<file path="src/rtl/depth_pixel_backprojection_core_macros.svh">
// Assertion helpers for the RTL.
`ifndef DEPTH_PIXEL_BACKPROJECTION_CORE_MACROS_SVH
`define DEPTH_PIXEL_BACKPROJECTION_CORE_MACROS_SVH

`ifndef SYNTHESIS

// checked only out of reset
`define DPB_ASSERT(lbl, clk, rstn, prop) \
    lbl: assert property (@(posedge clk) disable iff (!rstn) prop) \
        else $error("%m: check failed");

// checked on every edge, reset included
`define DPB_ASSERT_ALWAYS(lbl, clk, prop) \
    lbl: assert property (@(posedge clk) prop) \
        else $error("%m: check failed");

`else

`define DPB_ASSERT(lbl, clk, rstn, prop)
`define DPB_ASSERT_ALWAYS(lbl, clk, prop)

`endif

`endif

</file>
<file path="src/rtl/dpb_pkg.sv">
package dpb_pkg;

    localparam int COORD_BITS_DEF      = 12;
    localparam int POINT_FRAC_BITS_DEF = 16;

    localparam int DEPTH_W  = 16;
    localparam int COLOR_W  = 8;
    localparam int RGB_W    = 3 * COLOR_W;
    localparam int INV_W    = 24;
    localparam int CENTER_W = 16;
    localparam int POINT_W  = 24;
    localparam int INV_SPLIT = 12;   // reciprocal cut into two 12-bit halves
    localparam int CENTER_FRAC = 4;  // Q12.4 centre
    localparam int PROJ_SHIFT  = 28; // 4 centre frac + 24 reciprocal frac

    localparam int CFG_ADDR_W = 3;
    localparam int CFG_DATA_W = 24;

    // pipeline: offset/z-product, z-sat/p1, partial products, output
    localparam int NUM_STAGES = 4;

    typedef enum logic [CFG_ADDR_W-1:0] {
        REG_INV_DEPTH_SCALE = 3'd0,
        REG_CENTER_X        = 3'd1,
        REG_CENTER_Y        = 3'd2,
        REG_INV_FOCAL_X     = 3'd3,
        REG_INV_FOCAL_Y     = 3'd4,
        REG_NEGATE_Y        = 3'd5,
        REG_SUBSAMPLE_ON    = 3'd6
    } cfg_idx_t;

    localparam logic [INV_W-1:0]    RST_INV_DEPTH_SCALE = 24'd16777;
    localparam logic [CENTER_W-1:0] RST_CENTER_X        = 16'd5120;
    localparam logic [CENTER_W-1:0] RST_CENTER_Y        = 16'd3840;
    localparam logic [INV_W-1:0]    RST_INV_FOCAL_X     = 24'd32768;
    localparam logic [INV_W-1:0]    RST_INV_FOCAL_Y     = 24'd32768;
    localparam logic                RST_NEGATE_Y        = 1'b1;
    localparam logic                RST_SUBSAMPLE_ON    = 1'b1;

    typedef struct packed {
        logic [NUM_STAGES-1:0] load;   // stage k takes new data this cycle
    } pipe_ctl_t;

endpackage

</file>
<file path="src/rtl/dpb_axis_proj.sv">
module dpb_axis_proj #(
    parameter int COORD_BITS = dpb_pkg::COORD_BITS_DEF
) (
    input  logic                            aclk,
    input  dpb_pkg::pipe_ctl_t              ctl,
    input  logic [COORD_BITS-1:0]           coord,
    input  logic [dpb_pkg::CENTER_W-1:0]    center,
    input  logic [dpb_pkg::INV_W-1:0]       inv_focal,
    input  logic                            flip,
    input  logic [dpb_pkg::POINT_W-1:0]     z_sat,     // aligned with stage 1 load
    output logic [dpb_pkg::POINT_W-1:0]     point
);
    import dpb_pkg::*;

    localparam int SH_W  = COORD_BITS + CENTER_FRAC;
    localparam int OFF_W = (SH_W > CENTER_W) ? SH_W : CENTER_W;
    localparam int P1_W  = OFF_W + POINT_W;
    localparam int PP_W  = P1_W + INV_SPLIT;
    localparam int SUM_W = PP_W + 1;
    localparam int HI_SH = PROJ_SHIFT - INV_SPLIT;
    localparam int Q_W   = SUM_W - HI_SH;

    // stage 0: offset magnitude and sign
    logic [OFF_W:0]   diff;
    logic [OFF_W:0]   diff_abs;
    logic [OFF_W-1:0] mag_reg;
    logic             neg0_reg, neg1_reg, neg2_reg;

    assign diff     = (OFF_W + 1)'({coord, {CENTER_FRAC{1'b0}}}) - (OFF_W + 1)'(center);
    assign diff_abs = diff[OFF_W] ? ((OFF_W + 1)'(0) - diff) : diff;

    // stage 1: |d| * z
    logic [P1_W-1:0] p1_reg;
    // stage 2: split products against the reciprocal halves
    logic [PP_W-1:0] hi_reg, lo_reg;
    // stage 3: combine, shift, sign and clamp
    logic [SUM_W-1:0]   sum;
    logic [Q_W-1:0]     q;
    logic               ovf;
    logic [POINT_W-1:0] point_next, point_reg;

    always_comb begin
        sum = (SUM_W)'(hi_reg) + (SUM_W)'(lo_reg >> INV_SPLIT);
        q   = sum[SUM_W-1:HI_SH];
        ovf = |q[Q_W-1:POINT_W-1];
        if (neg2_reg) begin
            point_next = ovf ? {1'b1, {(POINT_W-1){1'b0}}}
                             : POINT_W'(0) - {1'b0, q[POINT_W-2:0]};
        end else begin
            point_next = ovf ? {1'b0, {(POINT_W-1){1'b1}}} : {1'b0, q[POINT_W-2:0]};
        end
    end

    always_ff @(posedge aclk) begin
        if (ctl.load[0]) begin
            mag_reg  <= diff_abs[OFF_W-1:0];
            neg0_reg <= diff[OFF_W] ^ flip;
        end
        if (ctl.load[1]) begin
            p1_reg   <= (P1_W)'(mag_reg) * (P1_W)'(z_sat);
            neg1_reg <= neg0_reg;
        end
        if (ctl.load[2]) begin
            hi_reg   <= (PP_W)'(p1_reg) * (PP_W)'(inv_focal[INV_W-1:INV_SPLIT]);
            lo_reg   <= (PP_W)'(p1_reg) * (PP_W)'(inv_focal[INV_SPLIT-1:0]);
            neg2_reg <= neg1_reg;
        end
        if (ctl.load[3]) begin
            point_reg <= point_next;
        end
    end

    assign point = point_reg;

endmodule
</file>
<file path="config.mk">
export PLATFORM = sky130hd
export DESIGN_NAME = dpb_axis_proj
export DESIGN_NICKNAME = d
export VERILOG_FILES = /design/src/rtl/depth_pixel_backprojection_core_macros.svh /design/src/rtl/dpb_pkg.sv /design/src/rtl/dpb_axis_proj.sv
export SDC_FILE = /design/constraint.sdc
export NUM_CORES = 2
export LEC_CHECK = 0
export BUFFER_PORTS_ARGS = -buffer_cell sky130_fd_sc_hd__clkbuf_2
export CAP_MARGIN = 0
export CORE_ASPECT_RATIO = 0.5
export CORE_MARGIN = 1
export CORE_UTILIZATION = 45
export CTS_CLUSTER_SIZE = 10
export DETAILED_ROUTE_END_ITERATION = 8
export PLACE_DENSITY = 0.65
export SLEW_MARGIN = 15
export SYNTH_ARGS = -nofsm -noshare
export SYNTH_HDL_FRONTEND = slang
export SYNTH_SLANG_ARGS = --single-unit
</file>
<file path="constraint.sdc">
create_clock -name aclk -period 6.45 [get_ports aclk]
set_input_delay 0 -clock aclk [delete_from_list [all_inputs] [get_ports aclk]]
set_output_delay 0 -clock aclk [all_outputs]
set_load 0.005 [all_outputs]
</file>
==> results.yml <==
detailed_routing:
  dr.pass1.iters: 6
  post_drt_wl_per_cell_um: 18.2
  vias: 38753
  drt_iter0_drc: 2615
  ant_nets: 0
  drc: 0
  finalWirelength_um: 134000
  viasPerCell: 5.26
global_routing:
  antenna_found_initial: 4
  gr-total-overflow: 0
  grtUsageTotal_pct: 24.4
  grt_pass1_vias: 41254
  grt_first_pass_wirelength_um: 218000
  grt_max_degree: 78
die:
  io_pins: 106
  die_h_um: 239
  die-width_um: 476
  placementRows: 86
  core_um2: 111000
  die_area_um2: 114000
  initial_utilization_pct: 45.6
logic_synthesis:
  synth-edff-count: 175
  synth_warnings: 0
  ys_seq_area_share_pct: 10.4
  ys_types: 98
  synthArstFlopShare_pct: 0
  syn_nets: 7095
  syn_area_um2: 50500
  yosys_register_bits: 175
  synth_ff_type: "edfxtp_1"
  synth_area_per_cell_um2: 9.00
  syn_inst: 5607
layout:
  nFillCells: 10286
  nets: 7347
  seq_area_um2: 5260
  final_area_um2: 56500
  multi_input_area_um2: 40200
  drive_gt1_share_pct: 11.7
  largest_reg_flops: 52
  area_growth_pct: 12.0
critical_path:
  crit_path_end_kind: "flip-flop"
  reg2reg_slack_ns: 0.05
  cp.required_ns: 6.70
  crit_path_max_fanout: 9
  cp_data_arrival_time_ns: 6.65
  start_kind: "flip-flop"
  critPathKind: "flip-flop to flip-flop"
clock_tree:
  cts.sinks: 175
  cts_buffer_depth: 2
  numCtsBuffers: 17
  clk_latency_ns: 0.52
  cts_tree: "done"
  cts_root_buffer: "clkbuf_16"
  path_clk_slew_ns: 0.07
  htree_levels: 4
timing:
  hold_violations: 0
  fmax_mhz: 156
  slew_viol_final: 0
  slew_headroom_pct: 31.4
  finalCritPeriodShare_pct: 99.3
  rsz0062_at_grt: "true"
  finClkSkew_ns: 0.0285
  timing.final.crit_period_ns: 6.40
  worst_pin_slew_ns: 1.03
  finalSetupViolations: 0
placed_design:
  hpwl_um: 114000
  gp_congestion: 0.933
  place_area_um2: 55000
  port-buffer-count: 105
run:
  cap_viol_max_count: 0
min_path:
  hold_path_class: "input pin to flip-flop"
run_status:
  status: "finished clean"
## cell type report
class	instances	area share, %
multi-input cells	3952	71.0
inverters	1214	8.06
clock buffers	17	0.752
flip-flops and latches	175	9.29
well taps	1496	3.31
diodes	2	0.00885
clock inverters	15	0.398
repair buffers	499	7.13
## placed cells by master, fill, tap and decap left out, types with 39 or more instances in the layout
cell      instances
nand2_1         928
buf_12           39
inv_1          1204
and2_1          513
ha_1            330
o21ai_0          82
nor2_1          130
a21o_1           59
xnor2_1          95
nand3_1          50
buf_4           338
nor3_1           40
xor2_1           47
edfxtp_1        175
clkbuf_2        104
fa_1           1052
a21oi_1         146
## worst max-delay path, cell delays in order, from the launching register on
cell and delay (ns):
edfxtp_1 0.47, buf_6 0.16, buf_4 0.15, and2_4 0.14, fa_1 0.50, inv_1 0.05, fa_1 0.46, fa_1 0.50
inv_1 0.05, fa_1 0.51, fa_1 0.52, inv_1 0.06, fa_1 0.52, inv_2 0.05, ha_4 0.27, inv_1 0.05
o21bai_1 0.15, a21oi_1 0.09, o21ai_2 0.10, a31o_4 0.22, a31oi_4 0.08, o21a_1 0.21, a21oi_2 0.14, and3_4 0.20
buf_4 0.11, nor3_1 0.04, or3b_1 0.35
## stage by stage
step | utilization [%] | hold slack (ns) | setup WS, ns | TNS [ns] | cells
floorplan | - | 0.0989 | 0.0157 | 0 | 5607
global placement | 49.8 | 0.241 | -0.289 | -0.850 | 7300
detailed placement | 49.8 | 0.252 | -0.324 | -1.03 | 7300
CTS | 50.5 | 0.00515 | -0.0537 | -0.0665 | 7342
global route | 51.1 | 0.0720 | -0.216 | -0.751 | 7368
finish | 51.1 | 0.0471 | 0.0473 | 0 | 7370
## path summary, 6_finish.rpt
path                             start                   end  depth (start not counted)
setup reg to reg  mag_reg[5]$_DFFE_PP_  p1_reg[38]$_DFFE_PP_                         26
hold / removal                coord[0]  mag_reg[4]$_DFFE_PP_                          3
hold reg to reg     neg0_reg$_DFFE_PP_    neg1_reg$_DFFE_PP_                          0
setup / recovery  mag_reg[5]$_DFFE_PP_  p1_reg[38]$_DFFE_PP_                         26
## cells by family (layout without fill, tap and decap cells)
family,count (synthesis),after routing,synth area share [%]
AND/OR/NAND/NOR,1842,1842,17.7
buffers and inverters,1480,1745,11.1
adder cells (fa/ha/maj),1406,1406,50.7
AO/OA/AOI/OAI,540,540,7.11
flip-flops,175,175,10.4
XOR/XNOR,148,148,2.69
multiplexers,16,16,0.332
other,0,2,0
## synth_stat cells (all sizes together) (50+ instances only)
| cell | count | area share, % |
|---|---|---|
| inv | 1214 | 9.0 |
| fa | 1065 | 42 |
| nand2 | 931 | 6.9 |
| and2 | 531 | 6.6 |
| ha | 341 | 8.5 |
| clkbuf | 247 | 1.8 |
| edfxtp | 175 | 10 |
| a21oi | 163 | 1.7 |
| nor2 | 135 | 1.0 |
| o21ai | 101 | 1.0 |
| xnor2 | 98 | 1.7 |
| a21o | 59 | 0.88 |
| nand3 | 53 | 0.57 |
| xor2 | 50 | 0.96 |
## repair_timing
action | CTS | global route
endpoints found under the hold margin | 21 | 0
gates resized for setup | 29 | 101
endpoints found under the setup margin | 8 | 38
buffers inserted | 4 | 27
hold buffers | 6 | 0
pin swaps | 26 | 41
## routing by layer
metal  GRT usage [%]  wire [um]  vias to the layer above
met5               0          0                        -
met4            5.68       2670                        0
met3            4.46      10600                      174
met2            38.4      59600                     1407
met1            35.0      61300                    19712
li1                -          -                    17460
Power is left out: the tool's default activity adds up to more than one toggle a clock period on the data nets, which glitch-free logic cannot reach.
