`config.mk`:
```
export PLATFORM = sky130hd
export DESIGN_NAME = dpb_pipe_ctrl
export DESIGN_NICKNAME = d
export VERILOG_FILES = /design/src/rtl/dpb_pkg.sv /design/src/rtl/dpb_pipe_ctrl.sv
export VERILOG_INCLUDE_DIRS = /design/src /design/src/rtl
export SDC_FILE = /design/constraint.sdc
export NUM_CORES = 1
export LEC_CHECK = 0
export BUFFER_PORTS_ARGS = -buffer_cell sky130_fd_sc_hd__clkbuf_2
export CELL_PAD_IN_SITES_DETAIL_PLACEMENT = 1
export CELL_PAD_IN_SITES_GLOBAL_PLACEMENT = 1
export CORE_AREA = 3 3 40 42
export DETAILED_ROUTE_END_ITERATION = 10
export DIE_AREA = 0 0 43 45
export PLACE_DENSITY = 0.47
export SYNTH_ARGS = -nofsm -noshare
export SYNTH_HDL_FRONTEND = slang
export SYNTH_SLANG_ARGS = --single-unit
```
`constraint.sdc`:
```
create_clock -name aclk -period 1.3 [get_ports aclk]
set_clock_uncertainty 0.2 [all_clocks]
set_input_delay 0.39 -clock aclk [delete_from_list [all_inputs] [get_ports aclk]]
set_output_delay 0.39 -clock aclk [all_outputs]
set_load 0.02 [all_outputs]
```
`src/rtl/depth_pixel_backprojection_core_macros.svh`:
```
// Assertion helpers for the RTL.
`ifndef DEPTH_PIXEL_BACKPROJECTION_CORE_MACROS_SVH
`define DEPTH_PIXEL_BACKPROJECTION_CORE_MACROS_SVH

`ifndef SYNTHESIS

// checked only out of reset
`define DPB_ASSERT(lbl, clk, rstn, prop) \
    lbl: assert property (@(posedge clk) disable iff (!rstn) prop) \
        else $error("%m: check failed");

// checked on every edge, reset included
`define DPB_ASSERT_ALWAYS(lbl, clk, prop) \
    lbl: assert property (@(posedge clk) prop) \
        else $error("%m: check failed");

`else

`define DPB_ASSERT(lbl, clk, rstn, prop)
`define DPB_ASSERT_ALWAYS(lbl, clk, prop)

`endif

`endif

```
`src/rtl/dpb_pkg.sv`:
```
package dpb_pkg;

    localparam int COORD_BITS_DEF      = 12;
    localparam int POINT_FRAC_BITS_DEF = 16;

    localparam int DEPTH_W  = 16;
    localparam int COLOR_W  = 8;
    localparam int RGB_W    = 3 * COLOR_W;
    localparam int INV_W    = 24;
    localparam int CENTER_W = 16;
    localparam int POINT_W  = 24;
    localparam int INV_SPLIT = 12;   // reciprocal cut into two 12-bit halves
    localparam int CENTER_FRAC = 4;  // Q12.4 centre
    localparam int PROJ_SHIFT  = 28; // 4 centre frac + 24 reciprocal frac

    localparam int CFG_ADDR_W = 3;
    localparam int CFG_DATA_W = 24;

    // pipeline: offset/z-product, z-sat/p1, partial products, output
    localparam int NUM_STAGES = 4;

    typedef enum logic [CFG_ADDR_W-1:0] {
        REG_INV_DEPTH_SCALE = 3'd0,
        REG_CENTER_X        = 3'd1,
        REG_CENTER_Y        = 3'd2,
        REG_INV_FOCAL_X     = 3'd3,
        REG_INV_FOCAL_Y     = 3'd4,
        REG_NEGATE_Y        = 3'd5,
        REG_SUBSAMPLE_ON    = 3'd6
    } cfg_idx_t;

    localparam logic [INV_W-1:0]    RST_INV_DEPTH_SCALE = 24'd16777;
    localparam logic [CENTER_W-1:0] RST_CENTER_X        = 16'd5120;
    localparam logic [CENTER_W-1:0] RST_CENTER_Y        = 16'd3840;
    localparam logic [INV_W-1:0]    RST_INV_FOCAL_X     = 24'd32768;
    localparam logic [INV_W-1:0]    RST_INV_FOCAL_Y     = 24'd32768;
    localparam logic                RST_NEGATE_Y        = 1'b1;
    localparam logic                RST_SUBSAMPLE_ON    = 1'b1;

    typedef struct packed {
        logic [NUM_STAGES-1:0] load;   // stage k takes new data this cycle
    } pipe_ctl_t;

endpackage

```
`src/rtl/dpb_pipe_ctrl.sv`:
```
`include "depth_pixel_backprojection_core_macros.svh"

module dpb_pipe_ctrl (
    input  logic              aclk,
    input  logic              aresetn,
    input  logic              s_tvalid,
    input  logic              keep,
    output logic              s_tready,
    output logic              m_tvalid,
    input  logic              m_tready,
    output dpb_pkg::pipe_ctl_t ctl
);
    import dpb_pkg::*;

    logic [NUM_STAGES-1:0] vld_reg, vld_next;
    logic [NUM_STAGES-1:0] rdy;

    // a stage may load when empty or when the stage after it moves on
    always_comb begin
        rdy[NUM_STAGES-1] = !vld_reg[NUM_STAGES-1] || m_tready;
        for (int k = NUM_STAGES - 2; k >= 0; k--) begin
            rdy[k] = !vld_reg[k] || rdy[k+1];
        end
    end

    always_comb begin
        vld_next[0] = rdy[0] ? (s_tvalid && keep) : vld_reg[0];
        for (int k = 1; k < NUM_STAGES; k++) begin
            vld_next[k] = rdy[k] ? vld_reg[k-1] : vld_reg[k];
        end
    end

    always_ff @(posedge aclk) begin
        if (!aresetn) begin
            vld_reg <= '0;
        end else begin
            vld_reg <= vld_next;
        end
    end

    assign s_tready = rdy[0];
    assign m_tvalid = vld_reg[NUM_STAGES-1];
    assign ctl.load = rdy;

    `DPB_ASSERT(a_free_out_frees_in, aclk, aresetn, m_tready |-> s_tready)
    `DPB_ASSERT(a_stall_keeps_first, aclk, aresetn, (vld_reg[0] && !rdy[1]) |=> vld_reg[0])
    `DPB_ASSERT(a_drop_no_entry, aclk, aresetn, (s_tready && !keep) |=> !vld_reg[0])
    `DPB_ASSERT_ALWAYS(a_reset_empties, aclk, !aresetn |=> !m_tvalid)

endmodule

```
==> results.md, run 1 <==
- The run finished, with violations left.
- The final reports fail on negative setup slack.
- The root buffer cell is sky130_fd_sc_hd__clkbuf_4.
- The vias per cell is 3.77.
- For this run, design rule violations remaining after detail routing come to 0.
- Setup repair after global routing could not meet its margin everywhere.
- The area of all placed cells without fillers is 390 um2.
- At the end of the flow the core is filled with cells to 0.304.
- The first TritonRoute pass finished after 2 iterations.
- Counting the buffers created by CTS gives 3.
- In the global route stage, overall resource usage came out at 0.0615.
- The worst register-to-register path ends at vld_reg[0]$_SDFFE_PN0P_.
- The initial antenna violation count came to 0.
- STA puts the critical path data required time at 0.71 ns.
- The die height is 45 um.
- The congestion estimate from routability-driven global placement came to 0.627.
- The count of endpoints failing hold in the final timing report is 0.
- The worst register-to-register path begins at vld_reg[3]$_SDFFE_PN0P_.
- In the final layout, the share of cells above drive strength 1 is 0.811.
- The final wirelength is 507 um.
- For this configuration, the core starts out at a cell density of 0.134.
- The post-route antenna net violation count is 0.
- The category of the most critical setup path is reg2out.
- The relative slew slack is 0.885.
- Fill cells in the final layout number 149.
- The maximum number of pins on one net before global-route repair is 6.
- The area growth from synthesis to layout is 126%.
- The launch point of the worst hold path is keep.
- Hold repair after CTS inserted 0 buffers.
- Prior to clock tree synthesis, the placed netlist has a worst setup slack of -0.317 ns.
- The CTS tree is yes.
- The source-to-sink clock delay at the later pin of the worst-skew pair is 0.23 ns.
- The core box area is 1280 um2.
- The worst min-delay path category is in2reg.
- The post-synthesis net count is 23.
- In this run the worst path has a maximum fanout of 4.
- The post-route worst hold slack is 0.204 ns.
- The count of standard-cell rows is 13.
- For this design the ratio of total power to cell area is 749 nW/um2.
- The final cycle utilization of the critical path is 1.26.
- The kind of cell with the highest combined delay along the critical path is simple AND/OR/NAND/NOR gates.
- The post-detailed-route wirelength per cell is 9.75 um.
- The worst setup path is launched from a flip-flop.
- The total buffers and inverters traversed by the critical path is 1.
- The first-pass GRT wire length is 848 um.
- The number of stages on the worst hold path is 3.
- The clock input transition at the sequential cells of the worst setup and hold paths is 0.03 ns.
- The signal on the critical path passes through and4b_2 > nand2_4 > buf_8.
- The number of maximum-capacitance constraint violations is 0.
- STA classifies the critical path endpoint as an output port.
- After synthesis, the mean cell area works out to 9.59 um2.
- The number of global-route vias before repair came to 220.
- The netlist uses 11 different library cells.
- The register with the most flip-flops in the layout has 4 of them.
- At the pin with the least slew margin, the transition time is 0.172 ns.
- No sink is reached through more buffers than the 2 on the longest clock path.
- Across all setup checks in the final design, the least slack found is -0.343 ns.
- The sum of overflow across all layers after global routing is 0.
- The post-synthesis cell area is 173 um2.
- Detailed placement finished with a half-perimeter wire length of 419 um.
- After detailed placement, the total cell area comes to 265 um2.
- The cell count after synthesis came out at 18.
- The number of nets at the end of the flow is 44.
- The count of state elements after synthesis is 4.
- The maximum ir drop on the vdd rail is 0.000319 V.
- For this run, the number of Yosys warnings is 0.
- The path with the worst hold slack has its endpoint at vld_reg[0]$_SDFFE_PN0P_.
- The total via count in the routed design is 196.
- The worst register-to-register path has a setup slack of 0.04 ns.
- The highest cell delay on the worst timing path is 0.33 ns.
- The library cell contributing the largest single delay on the critical path is sky130_fd_sc_hd__dfxtp_2.
- During I/O placement, the number of pins put on the boundary was 11.
- The reported leakage power is 0.196 nW.
- The maximum frequency from static timing analysis is 609 MHz.
- The number of DRC violations after detailed-routing iteration 0 is 2.
- The worst path arrival time is 1.05 ns.
- The max-slew violation total from the final report was 0.
- The count of inserted antenna diode cells is 0.
- CTS built an H-tree with a depth of 1.
- Of the synthesized area, sequential elements account for 0.464.
- Setup violations remaining at the end of the flow were counted as 6.
- The floorplan die area is 1940 um2.
- Input and output buffers added on the ports amount to 10.
- Counting I/O delays and the setup requirement, the final critical path takes 1.64 ns.
- The worst register-to-register path has a depth of 5.
- The overall die width is 43 um.
- The tree built by TritonCTS fans out to 4 sinks.
-- synthesized netlist by cell type, drive strengths merged --
library cell  count  area [um2]
inv               3        11.3
and3b             1        10.0
and2b             1        8.76
buf               1        7.51
o21a              3        22.5
nand2             2        7.51
o21ai             1        8.76
nand3             1        5.00
and4b             1        11.3
dfxtp             4        80.1
-- worst max path at each step --
stage / slack, ns / end / cells past startpoint / start
final: -0.34 / ctl[0] / 3 / vld_reg[3]$_SDFFE_PN0P_
after floorplan: -0.22 / ctl[0] / 3 / m_tready
after CTS: -0.36 / ctl[0] / 3 / vld_reg[3]$_SDFFE_PN0P_
after detailed placement: -0.32 / ctl[0] / 4 / m_tready
after global routing: -0.39 / ctl[0] / 3 / vld_reg[3]$_SDFFE_PN0P_
after global placement: -0.31 / s_tready / 4 / m_tready
-- cells by family (layout without fill, tap and decap cells) --
kind of cell | count (synthesis) | after routing | share of synthesized area
simple gates | 6 | 6 | 0.246
buf+inv | 4 | 23 | 0.109
compound gates | 4 | 4 | 0.181
flops | 4 | 4 | 0.464
-- report_power, final --
part | leakage [nW] | total (W) | internal (W) | switching [W]
clock | 0.0138 | 0.000144 | 0.000103 | 0.0000413
combinational | 0.149 | 0.0000190 | 0.0000114 | 0.00000758
sequential | 0.0335 | 0.000130 | 0.000127 | 0.00000271
-- layer usage --
metal,up-vias,share of wire,GRT usage
met5,-,0,0
met4,0,0,0.0361
met3,0,0.024,0.0239
met2,1,0.68,0.126
met1,97,0.30,0.0478
li1,98,-,-
-- final cells by class --
| class | count | area, um2 | area share |
|---|---|---|---|
| repair buffers | 17 | 174 | 0.446 |
| flip-flops and latches | 4 | 82.6 | 0.212 |
| multi-input cells | 10 | 81.3 | 0.208 |
| clock buffers | 3 | 22.5 | 0.0577 |
| well taps | 15 | 18.8 | 0.0481 |
| inverters | 3 | 11.3 | 0.0288 |
-- worst min-delay path, cell delays in order --
cell	delay, ns
sky130_fd_sc_hd__clkbuf_2	0.08
sky130_fd_sc_hd__nand3_1	0.07
sky130_fd_sc_hd__o21ai_2	0.06
-- metrics by stage --
step / instances / setup TNS, ns / total power, W
2_1_floorplan: 18 / -0.368 / 0.000136
3_3_place_gp: 45 / -1.33 / 0.000145
3_5_place_dp: 45 / -1.44 / 0.000147
4_1_cts: 50 / -1.67 / 0.000300
5_1_grt: 52 / -1.85 / 0.000312
6_report: 52 / -1.59 / 0.000292
-- placed cells by master, fill, tap and decap left out --
cell and instances:
sky130_fd_sc_hd__buf_8 6, sky130_fd_sc_hd__clkbuf_2 4, sky130_fd_sc_hd__buf_4 4, sky130_fd_sc_hd__inv_2 3, sky130_fd_sc_hd__o21a_1 3, sky130_fd_sc_hd__clkbuf_4 3
sky130_fd_sc_hd__buf_6 3, sky130_fd_sc_hd__dfxtp_1 2, sky130_fd_sc_hd__dfxtp_2 2, sky130_fd_sc_hd__and2b_2 1, sky130_fd_sc_hd__and3b_2 1, sky130_fd_sc_hd__and4b_2 1
sky130_fd_sc_hd__nand2_4 1, sky130_fd_sc_hd__nand2_1 1, sky130_fd_sc_hd__nand3_1 1, sky130_fd_sc_hd__o21ai_2 1
-- what timing repair did --
| item | in CTS | in global routing |
|---|---|---|
| setup endpoints to repair | 6 | 7 |
| resized for setup | 13 | 9 |
| buffers inserted | 2 | 2 |
| endpoints found under the hold margin | 0 | 0 |
| gates cloned | 0 | 0 |
| pin swaps | 2 | 2 |
(Power assumes the default switching activity.)
==> run 2, diff against run 1 <==
--- a/config.mk
+++ b/config.mk
@@ -13,6 +13,7 @@
 export DETAILED_ROUTE_END_ITERATION = 10
 export DIE_AREA = 0 0 43 45
 export PLACE_DENSITY = 0.47
+export SKIP_LAST_GASP = 1
 export SYNTH_ARGS = -nofsm -noshare
 export SYNTH_HDL_FRONTEND = slang
 export SYNTH_SLANG_ARGS = --single-unit
==> run 2 against run 1 <==
  * The run still ends with negative setup slack left
  * Clock power about the same
  * Critical path type unchanged
  * Register-to-register slack about the same
  * Utilization down 0.29 points
  * Maximum frequency about the same
  * Non-clock buffer count stayed put
  * Global-route usage unchanged
==> results.md, run 2 (synthesis results as in run 1) <==
- The capturing element type of the critical path is an output port.
- The aggregate global-route resource usage is 0.0615 (unchanged).
- The number of maximum-capacitance constraint violations came to 0 (unchanged).
- The required time of the worst setup path is 0.71 ns (about the same).
- The fraction of final layout cells sized beyond drive strength 1 is 0.811 (unchanged).
- The total via count in the routed design is 197 (+0.51%).
- The worst path arrival time is 1.05 ns (about the same).
- The top cell types in the final layout, fill and taps aside, are sky130_fd_sc_hd__buf_8, sky130_fd_sc_hd__buf_4, sky130_fd_sc_hd__clkbuf_2.
- The category of the most critical setup path is reg2out.
- The count of H-tree levels built during CTS is 1 (unchanged).
- The count of standard-cell rows is 13 (unchanged).
- The count of endpoints failing hold in the final timing report was 0 (unchanged).
- The first-pass GRT wire length is 848 um (unchanged).
- In this run the critical register-to-register path is launched from vld_reg[3]$_SDFFE_PN0P_.
- The worst setup path is launched from a flip-flop.
- The clock input transition at the sequential cells of the worst setup and hold paths came to 0.03 ns (about the same).
- TritonCTS built the clock tree.
- The number of stages on the worst hold path was 3 (unchanged).
- The post-route worst hold slack came to 0.203 ns (-0.000878 ns).
- The met3 wire length is 12 um (unchanged).
- The share of power burned in the clock network is 0.492 (about the same).
- The layout overhead on the synthesized area is 124%.
- The worst setup timing slack at the placement stage is -0.317 ns (unchanged).
- The count of input and output buffers is 10 (unchanged).
- The hold buffer count at cts came to 0 (unchanged).
- Signal routing reaches up to met3.
- The wire length on met1 is 154 um (+2.7%).
- The number of nets at the end of the flow is 44 (unchanged).
- The HPWL after detailed placement is 419 um (unchanged).
- The flow ran to the end, but the final reports show violations.
- The relative slew slack is 0.884 (-0.00101).
- The number of endpoints failing setup at the final stage is 6 (unchanged).
- The worst setup slack after layout was -0.343 ns (-0.000118 ns).
- The max-slew violation total from the final report is 0 (unchanged).
- The library cell used most frequently in the layout, excluding fill and tap cells, is sky130_fd_sc_hd__buf_8.
- The die height is 45 um (unchanged).
- The maximum buffer depth of the clock tree is 2 (unchanged).
- The count of inserted antenna diode cells was 0 (unchanged).
- The internal power came to 0.000241 W (about the same).
- CTS placed an instance of sky130_fd_sc_hd__clkbuf_4 at the clock tree root.
- The shortest period the worst path allows was 1.64 ns (+0.000118 ns).
- Setup repair after global routing could not meet its margin everywhere.
- The number of primary I/O pins is 11 (unchanged).
- The total clock sinks is 4 (unchanged).
- For hold timing, the worst endpoint is vld_reg[0]$_SDFFE_PN0P_.
- The area taken by flip-flops and latches is 82.6 um2 (unchanged).
- The maximum number of pins on one net before global-route repair is 6 (unchanged).
- The global placement routability congestion was 0.627 (unchanged).
- The switching part of the total is 0.176 (about the same).
- The vias per cell is 3.79 (+0.51%).
- The power per cell area came to 756 nW/um2 (+0.97%).
- The multi-input gate area in the final layout is 81.3 um2 (unchanged).
- The amount of wire on met2 after detailed routing was 342 um (-0.29%).
- The floorplan die area was 1940 um2 (unchanged).
- The sum of overflow across all layers after global routing is 0 (unchanged).
- The number of DRC violations after detailed-routing iteration 0 is 2 (unchanged).
- The fill cell total of the finished layout is 150 (+0.67%).
- The number of buffers added by the clock tree synthesis step came to 3 (unchanged).
- The number of global-route vias before repair is 220 (unchanged).
- The number of cell instances on the worst register-to-register path is 5 (unchanged).
- The sequential power share was 0.443 (about the same).
- The largest fanout of any net on the critical path is 4 (unchanged).
- The core box area is 1280 um2 (unchanged).
- The final wirelength is 508 um (+0.20%).
- The end-of-flow core utilization is 0.301 (-0.00292).
- The power share of the combinational group is 0.065 (about the same).
- The final reports fail on negative setup slack.
- The maximum ir drop on the vdd rail is 0.000319 V (about the same).
- The count of non-filler cells in the finished layout is 52 (unchanged).
- The initial core utilization was 0.134 (unchanged).
- The maximum frequency from static timing analysis is 609 MHz (about the same).
- The number of remaining DRC errors is 0 (unchanged).
- The number of placed instances with taps included is 45 (unchanged).
- The source-to-sink clock delay at the later pin of the worst-skew pair is 0.23 ns (about the same).
- The post-detailed-route wirelength per cell is 9.77 um (+0.20%).
- The reg2reg setup slack is 0.03 ns (about the same).
- The reported leakage power came to 0.194 nW (-0.91%).
- The overall die width was 43 um (unchanged).
- The flip-flop count of the largest register after layout came to 4 (unchanged).
- The setup total negative slack is -1.59 ns (-0.0000800 ns).
- The post-route antenna net violation count came to 0 (unchanged).
- The path class of the tightest hold or removal check is in2reg.
- The number of search-and-repair iterations in the first detailed-routing pass was 2 (unchanged).
- The startpoint identified for the worst hold timing path is keep.
- The power spent charging and discharging nets came to 0.0000516 W (about the same).
- The endpoint identified for the worst register-to-register timing path is vld_reg[0]$_SDFFE_PN0P_.
- The initial antenna violation count came to 0 (unchanged).
- The actual slew at the worst max-slew pin is 0.174 ns (+0.00152 ns).
- The final cycle utilization of the critical path is 1.26 (about the same).
-- run 2: changes by cell type in the layout (fill, tap and decap cells not counted) --
cell,delta
sky130_fd_sc_hd__buf_4,+1
sky130_fd_sc_hd__buf_6,-1
-- run 2: critical path: stages (launching register included) --
cell                      delay [ns]
sky130_fd_sc_hd__dfxtp_2        0.33
sky130_fd_sc_hd__and4b_2        0.28
sky130_fd_sc_hd__nand2_4        0.08
sky130_fd_sc_hd__buf_8          0.13
-- run 2: stage by stage --
| step | area (um2) | total power [W] |
|---|---|---|
| 3_3_place_gp | 265 | 0.000145 |
| 5_1_grt | 387 | 0.000312 |
| 3_5_place_dp | 265 | 0.000147 |
| 4_1_cts | 357 | 0.000300 |
| 6_report | 387 | 0.000292 |
| 2_1_floorplan | 185 | 0.000136 |
-- run 2: layout make-up --
type / instances / area share
clock buffer: 3 / 0.0583
inverter: 3 / 0.0291
multi-input combinational: 10 / 0.210
sequential: 4 / 0.214
tap: 15 / 0.0485
timing repair buffer: 17 / 0.440
-- run 2: how the worst max path moves through the flow --
stage	from	end	slack, ns
floorplan	m_tready	ctl[0]	-0.22
global placement	m_tready	s_tready	-0.31
detailed placement	m_tready	ctl[0]	-0.32
CTS	vld_reg[3]$_SDFFE_PN0P_	ctl[0]	-0.36
global route	vld_reg[3]$_SDFFE_PN0P_	ctl[0]	-0.39
finish	vld_reg[3]$_SDFFE_PN0P_	ctl[0]	-0.34
-- run 2: per-layer routing --
layer,track usage,vias up
met5,0,-
met4,0.0361,0
met3,0.0239,0
met2,0.126,1
met1,0.0478,97
li1,-,99
-- run 2: power by group through the flow --
stage               Sequential, W  Clock (W)  Combinational (W)
floorplan                0.000131          0         0.00000533
global placement         0.000131          0          0.0000146
global route             0.000130   0.000162          0.0000209
finish                   0.000130   0.000144          0.0000190
detailed placement       0.000131          0          0.0000157
CTS                      0.000129   0.000153          0.0000174
-- run 2: repair_timing --
| action | 4_1_cts | 5_1_grt |
|---|---|---|
| pin swaps | 1 | 3 |
| setup buffers | 2 | 2 |
| endpoints found under the setup margin | 6 | 7 |
| resized for setup | 13 | 8 |
